--- config.mk ---
export PLATFORM = sky130hd
export DESIGN_NAME = rx_gain_median_compensator_top
export DESIGN_NICKNAME = d
export VERILOG_FILES = /design/src/rgmc_pkg.sv /design/src/rgmc_ram.sv /design/src/rx_gain_median_compensator_top.sv
export VERILOG_INCLUDE_DIRS = /design/src /design/src/src
export SDC_FILE = /design/constraint.sdc
export NUM_CORES = 2
export LEC_CHECK = 0
export ABC_AREA = 0
export BUFFER_PORTS_ARGS = -buffer_cell sky130_fd_sc_hd__buf_2
export CAP_MARGIN = 20
export CORE_MARGIN = 2
export CORE_UTILIZATION = 50
export CTS_CLUSTER_SIZE = 14
export DETAILED_ROUTE_END_ITERATION = 8
export GPL_ROUTABILITY_DRIVEN = 0
export PLACE_DENSITY_LB_ADDON = 0.3
export SLEW_MARGIN = 20
export SYNTH_ARGS = -nofsm -noshare
export SYNTH_HDL_FRONTEND = slang
export SYNTH_SLANG_ARGS = --single-unit
--- constraint.sdc ---
create_clock -name clk -period 11.1 [get_ports clk]
set_clock_uncertainty 0.2 [all_clocks]
set_input_delay 1.665 -clock clk [delete_from_list [all_inputs] [get_ports clk]]
set_output_delay 1.665 -clock clk [all_outputs]
set_load 0.01 [all_outputs]
--- src/rx_gain_median_compensator_top_assert.svh ---
// Assertion macros for the received-gain median compensator.
// Used by the top level; the macros expect signals named clk and rst_n in scope.
`ifndef RX_GAIN_MEDIAN_COMPENSATOR_TOP_ASSERT_SVH
`define RX_GAIN_MEDIAN_COMPENSATOR_TOP_ASSERT_SVH

// Same-cycle implication, switched off while reset is held.
`define RGMC_ASSERT_IMPLIES(label, ante, cons, msg) \
    label: assert property (@(posedge clk) disable iff (!rst_n) (ante) |-> (cons)) \
        else $error(msg);

// Next-cycle implication, switched off while reset is held.
`define RGMC_ASSERT_NEXT(label, ante, cons, msg) \
    label: assert property (@(posedge clk) disable iff (!rst_n) (ante) |=> (cons)) \
        else $error(msg);

`endif

--- src/rgmc_pkg.sv ---
// Shared constants and helper functions for the received-gain median compensator.
// No dependencies; used by the top level.
package rgmc_pkg;

    localparam int RING_DEPTH_DEF = 50;

    localparam int S_TDATA_W = 24;
    localparam int M_TDATA_W = 32;

    localparam logic [1:0] FUNC_RECORD     = 2'd0;
    localparam logic [1:0] FUNC_COMPENSATE = 2'd1;
    localparam logic [1:0] FUNC_RESTART    = 2'd2;

    // 1.0 in Q4.28 and the reciprocal of ten for an exact 32-bit divide (>> 35).
    localparam logic [31:0] ONE_Q28 = 32'h1000_0000;
    localparam logic [31:0] RECIP10 = 32'hCCCC_CCCD;

    // Offset that moves the attenuation exponent into a non-negative range.
    localparam logic signed [12:0] EXP_OFFSET = 13'sd1280;

    // 10^(2^k / 80) in Q4.28 for bit k of the fractional exponent.
    function automatic logic [31:0] pow_step(input logic [2:0] k);
        logic [31:0] v;
        case (k)
            3'd0:    v = 32'd276273913;
            3'd1:    v = 32'd284341257;
            3'd2:    v = 32'd301189535;
            3'd3:    v = 32'd337940217;
            3'd4:    v = 32'd425441527;
            3'd5:    v = 32'd674279380;
            3'd6:    v = 32'd1693713225;
            default: v = ONE_Q28;
        endcase
        return v;
    endfunction

endpackage

--- src/rgmc_ram.sv ---
// Generic single-write, single-read RAM with a registered read port.
// No dependencies; holds the ring of received gain pairs.
module rgmc_ram #(
    parameter int WIDTH = 16,
    parameter int DEPTH = 50,
    localparam int ADDR_W = (DEPTH > 1) ? $clog2(DEPTH) : 1
) (
    input  logic              clk,
    input  logic              we,
    input  logic [ADDR_W-1:0] waddr,
    input  logic [WIDTH-1:0]  wdata,
    input  logic [ADDR_W-1:0] raddr,
    output logic [WIDTH-1:0]  rdata
);

    logic [WIDTH-1:0] mem [DEPTH];

    always_ff @(posedge clk)
    begin
        if (we)
        begin
            mem[waddr] <= wdata;
        end
        rdata <= mem[raddr];
    end

endmodule

--- src/rx_gain_median_compensator_top.sv ---
// Received-gain median compensator. Record transfers (func 0) push an AGC/FFT gain pair into a
// ring of RING_DEPTH entries held in a RAM; restart transfers (func 2) zero the record count.
// A compensate transfer (func 1) answers with status 1 until RING_DEPTH records have been made
// since the last restart. Once the count is full and no baseline is held, the block finds the
// median AGC gain by a bitwise search over the ring (eight passes, each reading every entry
// once through the single RAM read port) and then scans for the first entry with that gain to
// pick up its FFT gain. The sample is scaled by 10^(-(4*dAGC+dFFT)/80), with the factor built
// in Q4.28 on one shared 32x32 multiplier that is reused for the table products, for the exact
// divide by ten and for the final sample product. An item that is not a ready compensate goes
// straight to the done state. A compensate with a baseline works through the seven table
// products (each in ST_POW then ST_POW_WB) and up to sixteen decade steps (a multiply by ten in
// ST_Q alone, a divide in ST_Q then ST_DIV_WB); without a baseline, the median walk and the
// FFT lookup scan come first. The input is not ready while an item is at work. Results wait
// in an output register, so the next input transfer is taken while a result is still waiting
// to be collected. The ring needs no clearing after reset, because a full record count means
// every entry has been written.
`include "rx_gain_median_compensator_top_assert.svh"

module rx_gain_median_compensator_top #(
    parameter int RING_DEPTH = rgmc_pkg::RING_DEPTH_DEF
) (
    input  logic                           clk,
    input  logic                           rst_n,
    input  logic                           s_axis_tvalid,
    output logic                           s_axis_tready,
    // agc_gain [7:0], fft_gain [15:8], sample [23:16]
    input  logic [rgmc_pkg::S_TDATA_W-1:0] s_axis_tdata,
    // func [1:0]
    input  logic [1:0]                     s_axis_tuser,
    input  logic                           s_axis_tlast,
    output logic                           m_axis_tvalid,
    input  logic                           m_axis_tready,
    // scaled_sample [7:0], gain_factor [31:8]
    output logic [rgmc_pkg::M_TDATA_W-1:0] m_axis_tdata,
    // status [0]
    output logic                           m_axis_tuser,
    output logic                           m_axis_tlast
);

    localparam int AW = (RING_DEPTH > 1) ? $clog2(RING_DEPTH) : 1;
    localparam int CW = $clog2(RING_DEPTH + 1);
    localparam logic [AW-1:0] LAST_IDX   = AW'(RING_DEPTH - 1);
    localparam logic [CW-1:0] FULL_COUNT = CW'(RING_DEPTH);
    localparam logic [CW-1:0] RANK_COUNT = CW'(RING_DEPTH / 2);

    // Sequencer states.
    localparam logic [3:0] ST_IDLE     = 4'd0;
    localparam logic [3:0] ST_MED      = 4'd1;
    localparam logic [3:0] ST_MED_END  = 4'd2;
    localparam logic [3:0] ST_FIND     = 4'd3;
    localparam logic [3:0] ST_T        = 4'd4;
    localparam logic [3:0] ST_QR       = 4'd5;
    localparam logic [3:0] ST_POW      = 4'd6;
    localparam logic [3:0] ST_POW_WB   = 4'd7;
    localparam logic [3:0] ST_Q        = 4'd8;
    localparam logic [3:0] ST_DIV_WB   = 4'd9;
    localparam logic [3:0] ST_GF       = 4'd10;
    localparam logic [3:0] ST_SCALE    = 4'd11;
    localparam logic [3:0] ST_SCALE_WB = 4'd12;
    localparam logic [3:0] ST_DONE     = 4'd13;

    // Control state.
    logic [3:0]    state_reg, state_next;
    logic [AW-1:0] wp_reg, wp_next;
    logic [CW-1:0] records_reg, records_next;
    logic [7:0]    baseline_agc_reg, baseline_agc_next;
    logic [7:0]    baseline_fft_reg, baseline_fft_next;
    logic [AW-1:0] scan_idx_reg, scan_idx_next;
    logic          rd_pend_reg, rd_pend_next;
    logic [CW-1:0] cnt_reg, cnt_next;
    logic [2:0]    med_bit_reg, med_bit_next;
    logic [7:0]    med_val_reg, med_val_next;
    logic [2:0]    k_reg, k_next;
    logic signed [5:0] q_reg, q_next;
    logic          out_valid_reg, out_valid_next;

    // Item payload and datapath.
    logic [7:0]    agc_reg, agc_next;
    logic [7:0]    fft_reg, fft_next;
    logic [7:0]    smp_reg, smp_next;
    logic          last_reg, last_next;
    logic [11:0]   u_reg, u_next;
    logic [6:0]    r_reg, r_next;
    logic [39:0]   m_reg, m_next;
    logic [63:0]   prod_reg;
    logic [23:0]   gain_reg, gain_next;
    logic          w_status_reg, w_status_next;
    logic [7:0]    w_scaled_reg, w_scaled_next;
    logic [23:0]   w_gain_reg, w_gain_next;
    logic          out_status_reg, out_status_next;
    logic [7:0]    out_scaled_reg, out_scaled_next;
    logic [23:0]   out_gain_reg, out_gain_next;
    logic          out_last_reg, out_last_next;

    logic          accept;
    logic [AW-1:0] wp_inc;
    logic          ring_we;
    logic [15:0]   ring_rdata;
    logic [7:0]    rd_agc;
    logic [7:0]    rd_fft;
    logic [7:0]    trial;
    logic          trial_hit;
    logic [CW-1:0] cnt_sum;
    logic [31:0]   mul_a;
    logic [31:0]   mul_b;
    logic [7:0]    smp_mag;
    logic [15:0]   scale_mag;
    logic signed [12:0] neg_dagc4;
    logic signed [12:0] neg_dfft;
    logic signed [12:0] u_sum;
    logic [14:0]   q_prod;
    logic [4:0]    q_raw;
    logic [11:0]   q_times80;
    logic [11:0]   r_wide;

    assign accept        = s_axis_tvalid && s_axis_tready;
    assign s_axis_tready = (state_reg == ST_IDLE);
    assign wp_inc        = (wp_reg == LAST_IDX) ? '0 : wp_reg + AW'(1);
    assign ring_we       = accept && (s_axis_tuser == rgmc_pkg::FUNC_RECORD);

    rgmc_ram #(
        .WIDTH (16),
        .DEPTH (RING_DEPTH)
    ) u_ring (
        .clk   (clk),
        .we    (ring_we),
        .waddr (wp_inc),
        .wdata (s_axis_tdata[15:0]),
        .raddr (scan_idx_reg),
        .rdata (ring_rdata)
    );

    assign rd_agc = ring_rdata[7:0];
    assign rd_fft = ring_rdata[15:8];

    // Median search: the result is the largest value whose count of smaller entries does not
    // exceed the rank, built one bit at a time from the top.
    assign trial     = med_val_reg | (8'd1 << med_bit_reg);
    assign trial_hit = rd_pend_reg && (rd_agc < trial);
    assign cnt_sum   = cnt_reg + CW'(trial_hit);

    // Exponent u = 1280 - (4*dAGC + dFFT), always within 5..2555.
    assign neg_dagc4 = ($signed({5'b0, baseline_agc_reg}) - $signed({5'b0, agc_reg})) <<< 2;
    assign neg_dfft  = $signed({{5{baseline_fft_reg[7]}}, baseline_fft_reg})
                     - $signed({{5{fft_reg[7]}}, fft_reg});
    assign u_sum     = neg_dagc4 + neg_dfft + rgmc_pkg::EXP_OFFSET;

    // u / 80 as (u / 16) / 5, the divide by five by a reciprocal that is exact below 160.
    assign q_prod    = {7'b0, u_reg[11:4]} * 15'd205;
    assign q_raw     = q_prod[14:10];
    assign q_times80 = {1'b0, q_raw, 6'b0} + {3'b0, q_raw, 4'b0};
    assign r_wide    = u_reg - q_times80;

    assign smp_mag   = smp_reg[7] ? (8'd0 - smp_reg) : smp_reg;
    assign scale_mag = prod_reg[31:16];

    // Operand selection for the shared multiplier.
    always_comb
    begin
        mul_a = m_reg[31:0];
        mul_b = rgmc_pkg::RECIP10;
        case (state_reg)
            ST_POW:
            begin
                mul_b = r_reg[0] ? rgmc_pkg::pow_step(k_reg) : rgmc_pkg::ONE_Q28;
            end
            ST_SCALE:
            begin
                mul_a = {24'b0, smp_mag};
                mul_b = {8'b0, gain_reg};
            end
            default:
            begin
                mul_a = m_reg[31:0];
            end
        endcase
    end

    always_comb
    begin
        state_next        = state_reg;
        wp_next           = wp_reg;
        records_next      = records_reg;
        baseline_agc_next = baseline_agc_reg;
        baseline_fft_next = baseline_fft_reg;
        scan_idx_next     = scan_idx_reg;
        rd_pend_next      = (state_reg == ST_MED) || (state_reg == ST_FIND);
        cnt_next          = cnt_reg;
        med_bit_next      = med_bit_reg;
        med_val_next      = med_val_reg;
        k_next            = k_reg;
        q_next            = q_reg;
        agc_next          = agc_reg;
        fft_next          = fft_reg;
        smp_next          = smp_reg;
        last_next         = last_reg;
        u_next            = u_reg;
        r_next            = r_reg;
        m_next            = m_reg;
        gain_next         = gain_reg;
        w_status_next     = w_status_reg;
        w_scaled_next     = w_scaled_reg;
        w_gain_next       = w_gain_reg;

        case (state_reg)
            ST_IDLE:
            begin
                if (accept)
                begin
                    agc_next      = s_axis_tdata[7:0];
                    fft_next      = s_axis_tdata[15:8];
                    smp_next      = s_axis_tdata[23:16];
                    last_next     = s_axis_tlast;
                    w_status_next = 1'b0;
                    w_scaled_next = 8'd0;
                    w_gain_next   = 24'd0;
                    state_next    = ST_DONE;
                    case (s_axis_tuser)
                        rgmc_pkg::FUNC_RECORD:
                        begin
                            wp_next = wp_inc;
                            if (records_reg < FULL_COUNT)
                            begin
                                records_next = records_reg + CW'(1);
                            end
                        end
                        rgmc_pkg::FUNC_RESTART:
                        begin
                            records_next = '0;
                        end
                        rgmc_pkg::FUNC_COMPENSATE:
                        begin
                            if (records_reg < FULL_COUNT)
                            begin
                                baseline_agc_next = 8'd0;
                                baseline_fft_next = 8'd0;
                                w_status_next     = 1'b1;
                            end
                            else if ((baseline_agc_reg == 8'd0) && (baseline_fft_reg == 8'd0))
                            begin
                                med_val_next  = 8'd0;
                                med_bit_next  = 3'd7;
                                scan_idx_next = '0;
                                cnt_next      = '0;
                                state_next    = ST_MED;
                            end
                            else
                            begin
                                state_next = ST_T;
                            end
                        end
                        default:
                        begin
                            state_next = ST_DONE;
                        end
                    endcase
                end
            end

            ST_MED:
            begin
                cnt_next = cnt_sum;
                if (scan_idx_reg == LAST_IDX)
                begin
                    state_next = ST_MED_END;
                end
                else
                begin
                    scan_idx_next = scan_idx_reg + AW'(1);
                end
            end

            ST_MED_END:
            begin
                // The last read of the pass lands here.
                if (cnt_sum <= RANK_COUNT)
                begin
                    med_val_next = trial;
                end
                scan_idx_next = '0;
                cnt_next      = '0;
                if (med_bit_reg == 3'd0)
                begin
                    state_next = ST_FIND;
                end
                else
                begin
                    med_bit_next = med_bit_reg - 3'd1;
                    state_next   = ST_MED;
                end
            end

            ST_FIND:
            begin
                if (rd_pend_reg && (rd_agc == med_val_reg))
                begin
                    baseline_agc_next = med_val_reg;
                    baseline_fft_next = rd_fft;
                    state_next        = ST_T;
                end
                else if (scan_idx_reg != LAST_IDX)
                begin
                    scan_idx_next = scan_idx_reg + AW'(1);
                end
            end

            ST_T:
            begin
                u_next     = u_sum[11:0];
                state_next = ST_QR;
            end

            ST_QR:
            begin
                q_next     = $signed({1'b0, q_raw}) - 6'sd16;
                r_next     = r_wide[6:0];
                m_next     = {8'b0, rgmc_pkg::ONE_Q28};
                k_next     = 3'd0;
                state_next = ST_POW;
            end

            ST_POW:
            begin
                state_next = ST_POW_WB;
            end

            ST_POW_WB:
            begin
                m_next = {8'b0, prod_reg[59:28]};
                r_next = r_reg >> 1;
                if (k_reg == 3'd6)
                begin
                    state_next = ST_Q;
                end
                else
                begin
                    k_next     = k_reg + 3'd1;
                    state_next = ST_POW;
                end
            end

            ST_Q:
            begin
                if (q_reg[5])
                begin
                    state_next = ST_DIV_WB;
                end
                else if ((q_reg == 6'sd0) || (m_reg[39:36] != 4'd0))
                begin
                    state_next = ST_GF;
                end
                else
                begin
                    m_next = (m_reg << 3) + (m_reg << 1);
                    q_next = q_reg - 6'sd1;
                end
            end

            ST_DIV_WB:
            begin
                m_next     = {11'b0, prod_reg[63:35]};
                q_next     = q_reg + 6'sd1;
                state_next = ST_Q;
            end

            ST_GF:
            begin
                gain_next   = (m_reg[39:36] != 4'd0) ? 24'hFF_FFFF : m_reg[35:12];
                w_gain_next = (m_reg[39:36] != 4'd0) ? 24'hFF_FFFF : m_reg[35:12];
                state_next  = ST_SCALE;
            end

            ST_SCALE:
            begin
                state_next = ST_SCALE_WB;
            end

            ST_SCALE_WB:
            begin
                if (!smp_reg[7])
                begin
                    w_scaled_next = (scale_mag > 16'd127) ? 8'h7F : scale_mag[7:0];
                end
                else
                begin
                    w_scaled_next = (scale_mag > 16'd128) ? 8'h80 : (8'd0 - scale_mag[7:0]);
                end
                state_next = ST_DONE;
            end

            ST_DONE:
            begin
                if (!out_valid_reg || m_axis_tready)
                begin
                    state_next = ST_IDLE;
                end
            end

            default:
            begin
                state_next = ST_IDLE;
            end
        endcase
    end

    // Output register: loaded from the work registers when the slot is free or draining.
    always_comb
    begin
        out_valid_next  = out_valid_reg;
        out_status_next = out_status_reg;
        out_scaled_next = out_scaled_reg;
        out_gain_next   = out_gain_reg;
        out_last_next   = out_last_reg;
        if (m_axis_tready)
        begin
            out_valid_next = 1'b0;
        end
        if ((state_reg == ST_DONE) && (!out_valid_reg || m_axis_tready))
        begin
            out_valid_next  = 1'b1;
            out_status_next = w_status_reg;
            out_scaled_next = w_scaled_reg;
            out_gain_next   = w_gain_reg;
            out_last_next   = last_reg;
        end
    end

    always_ff @(posedge clk or negedge rst_n)
    begin
        if (!rst_n)
        begin
            state_reg        <= ST_IDLE;
            wp_reg           <= '0;
            records_reg      <= '0;
            baseline_agc_reg <= 8'd0;
            baseline_fft_reg <= 8'd0;
            scan_idx_reg     <= '0;
            rd_pend_reg      <= 1'b0;
            cnt_reg          <= '0;
            med_bit_reg      <= 3'd0;
            med_val_reg      <= 8'd0;
            k_reg            <= 3'd0;
            q_reg            <= 6'sd0;
            out_valid_reg    <= 1'b0;
        end
        else
        begin
            state_reg        <= state_next;
            wp_reg           <= wp_next;
            records_reg      <= records_next;
            baseline_agc_reg <= baseline_agc_next;
            baseline_fft_reg <= baseline_fft_next;
            scan_idx_reg     <= scan_idx_next;
            rd_pend_reg      <= rd_pend_next;
            cnt_reg          <= cnt_next;
            med_bit_reg      <= med_bit_next;
            med_val_reg      <= med_val_next;
            k_reg            <= k_next;
            q_reg            <= q_next;
            out_valid_reg    <= out_valid_next;
        end
    end

    always_ff @(posedge clk)
    begin
        agc_reg        <= agc_next;
        fft_reg        <= fft_next;
        smp_reg        <= smp_next;
        last_reg       <= last_next;
        u_reg          <= u_next;
        r_reg          <= r_next;
        m_reg          <= m_next;
        prod_reg       <= {32'b0, mul_a} * {32'b0, mul_b};
        gain_reg       <= gain_next;
        w_status_reg   <= w_status_next;
        w_scaled_reg   <= w_scaled_next;
        w_gain_reg     <= w_gain_next;
        out_status_reg <= out_status_next;
        out_scaled_reg <= out_scaled_next;
        out_gain_reg   <= out_gain_next;
        out_last_reg   <= out_last_next;
    end

    assign m_axis_tvalid = out_valid_reg;
    assign m_axis_tdata  = {out_gain_reg, out_scaled_reg};
    assign m_axis_tuser  = out_status_reg;
    assign m_axis_tlast  = out_last_reg;

    // Once an item is taken, no further transfer is accepted until its result is queued.
    `RGMC_ASSERT_NEXT(a_accept_blocks, accept, !s_axis_tready, "input taken while busy")

    // A compensate before the ring is full must produce a not-ready result.
    `RGMC_ASSERT_NEXT(a_not_ready_status,
        accept && (s_axis_tuser == rgmc_pkg::FUNC_COMPENSATE) && (records_reg < FULL_COUNT),
        (state_reg == ST_DONE) && w_status_reg, "early compensate not flagged")

    // The reciprocal divide is exact only for operands below 2^32.
    `RGMC_ASSERT_IMPLIES(a_div_operand_narrow, (state_reg == ST_Q) && q_reg[5],
        m_reg[39:32] == 8'd0, "divide operand too wide")

    // A match in the lookup scan latches the median as the AGC baseline.
    `RGMC_ASSERT_NEXT(a_find_latch,
        (state_reg == ST_FIND) && rd_pend_reg && (rd_agc == med_val_reg),
        (state_reg == ST_T) && (baseline_agc_reg == $past(med_val_reg)),
        "median not latched as baseline")

endmodule
==> impl_metrics.yaml <==
route:
  drtIter0Drc: 5708
  drc_errors: 0
  routed_via_density: 5.97
  wl_per_cell_um: 26.5
  totalWireLength_um: 229000
  final_antenna_net_count: 0
  routed-via-count: 51601
  drtPass1Iterations: 9
final_layout:
  fin_area_mm2: 0.0854
  fill_cells: 12854
  final_cells: 8645
  final_nets: 7845
  layout_common_cells: "1,039 x inv_1, 975 x edfxtp_1, 887 x fa_1, 759 x nor2_1, 555 x nand2_1"
  drive_gt1_share_pct: 11.3
  area_growth_pct: 8.77
  final_common_cell: "inv_1"
  largest_reg_flops: 800
worst_setup_path:
  slowest_delay_ns: 0.65
  cp_max_fo: 12
  start_kind: "flop"
  slowest_stage: "nor2_1"
  cp_common_cell: "fa_1"
  cp.required_ns: 11.55
  r2r_start: "k_reg[0]$_DFFE_PN0P_"
  crit_arrival_ns: 11.02
  end_kind: "flop"
  crit_path_start: "k_reg[0]$_DFFE_PN0P_"
  path_class: "reg2reg"
die:
  fp.coreArea_mm2: 0.156
  initial_core_util_pct: 50.3
  die_area_mm2: 0.160
  die_w_um: 400
  io_pins: 67
  num_rows: 145
  fp.dieH_um: 400
global_routing:
  globalRouteOverflowTotal: 0
  antenna_found_initial: 9
  grt_pass1_vias: 53448
  grt_pass1_wl_um: 340000
  grt_max_degree: 120
  grt_usage_pct: 28.8
synthesis:
  ys_ff_latch: 1105
  netlist_instances: 6431
  synth_nets: 7779
  synth_edf_count: 975
  ys.flop_type: "edfxtp_1"
  ys_seq_area_share_pct: 41.0
  synth.distinct_cells: 99
  synth_area_mm2: 0.0786
  yosysWarnings: 0
  syn_avg_cell_area_um2: 12.2
  synth_async_sr_flop_share_pct: 5.97
pwr:
  power_frac_comb_pct: 0.8
  p_per_area_mw_per_mm2: 95.0
  pwr-share-clk_pct: 43.6
  power_frac_seq_pct: 55.6
  p_int_mw: 6.49
  switching_share_pct: 20.1
  finalPower_mw: 8.11
  ir_worst_vdd_v: 0.000150
  power.net_switching_mw: 1.63
  leakagePower_nw: 35.2
min_path:
  hp-class: "reg2reg"
  hp-start: "w_gain_reg[6]$_SDFFCE_PN0P_"
sta:
  max_slew_margin_pct: 13.0
  min_period_over_period_pct: 95.3
  layout_setup_ws_ns: 0.526
  tns_ns: 0
  slew_viol_final: 0
  max_clock_freq_mhz: 94.6
  layout_min_cycle_time_ns: 10.57
  rsz0062_at_grt: "no"
  worstMarginPinSlew_ns: 1.29
  finalSetupViolCount: 0
  finalHoldViolCount: 0
place:
  port_buffers: 66
  dp_cells: 8443
  dpl.hpwl_um: 167000
  placed_area_mm2: 0.0819
  dpl_worst_slack_ns: 0.521
outcome:
  status: "finished, final reports clean"
clock_tree:
  path_clk_slew_ns: 0.07
  cts.sinks: 1105
  cts_buffers: 104
  tritoncts: "done"
  cts_root_buffer: "clkbuf_16"
  htreeDepth: 3
  cts.path.max_buffers: 3
  clk-insertion-delay-late_ns: 0.74
job:
  maxCapViolations: 0
## metal layers
layer | vias up | track usage (%) | wire, µm
met5 | - | 0 | 15
met4 | 2 | 17.1 | 17000
met3 | 830 | 6.80 | 23300
met2 | 3027 | 44.5 | 103000
met1 | 26191 | 37.3 | 85200
li1 | 21551 | - | -
## stage by stage
step / util (%) / hold slack, ns
floorplan: - / 0.200
detailed placement: 52.4 / 0.205
global placement: 52.4 / 0.202
finish: 54.7 / 0.213
global route: 54.7 / 0.225
CTS: 54.6 / 0.218
## path summary, 6_finish.rpt
path                                                    end  slack, ns  depth (start not counted)
worst max register to register         prod_reg[58]$_DFF_P_       0.53                         31
worst min register to register    out_gain_reg[6]$_DFFE_PP_       0.21                          0
worst min-delay path              out_gain_reg[6]$_DFFE_PP_       0.21                          0
min in group asynchronous         m_axis_tvalid$_DFFE_PN0P_       0.63                          1
worst max-delay path                   prod_reg[58]$_DFF_P_       0.53                         31
max in group asynchronous       scan_idx_reg[1]$_DFFE_PN0P_       9.40                          2
## synthesized netlist by cell type (66+ instances only)
cell,instances,area [µm²]
inv_1,1039,3900
fa_1,887,17800
nand2_1,556,2090
ha_1,430,5380
nor2_1,764,2870
clkbuf_1,250,938
a21oi_1,219,1100
mux4_2,256,5770
o21ai_0,126,631
xnor2_1,81,709
dfrtp_1,66,1650
edfxtp_1,975,29300
## area by class of cell
| cell class | count | area, µm² | area share, % |
|---|---|---|---|
| Antenna cell | 5 | 12.5 | 0.0146 |
| Clock buffer | 143 | 2880 | 3.38 |
| Clock inverter | 48 | 505 | 0.592 |
| Inverter | 1041 | 3910 | 4.57 |
| Multi-Input combinational cell | 3996 | 41500 | 48.5 |
| Sequential cell | 1105 | 32200 | 37.7 |
| Tap cell | 2058 | 2570 | 3.01 |
| Timing Repair Buffer | 249 | 1860 | 2.18 |
## critical path, delay by kind of cell, from the launching register on
family | cells | cell delay, ns
adders and majority gates | 10 | 4.80
AOI/OAI and AO/OA | 8 | 1.82
xor gates and xnor gates | 1 | 0.14
and+or+nand+nor | 6 | 2.41
buffers and inverters | 6 | 0.64
DFF | 1 | 0.47
## repair_timing
action,4_1_cts,5_1_grt
setup buffers,0,0
endpoints found under the hold margin,0,0
resized for setup,0,2
setup endpoints to repair,0,2
hold buffers,0,0
## power by group through the flow
stage / Sequential [mW] / Combinational, mW / Clock (mW)
floorplan: 4.60 / 0.000956 / 0
global placement: 4.60 / 0.0620 / 0
detailed placement: 4.60 / 0.0658 / 0
CTS: 4.51 / 0.0660 / 3.59
global route: 4.51 / 0.0746 / 3.74
finish: 4.51 / 0.0680 / 3.54
## cells by family after synthesis
group                    after synthesis  share of synthesized area (%)
AND/OR/NAND/NOR                     1639                           8.87
buffers and inverters               1330                           6.39
multiplexers                         281                           7.69
adder cells (fa/ha/maj)             1317                           29.5
XOR/XNOR                             132                           1.47
AO/OA/AOI/OAI                        627                           5.12
flip-flops                          1105                           41.0
Power figures use the tool's default switching activity.
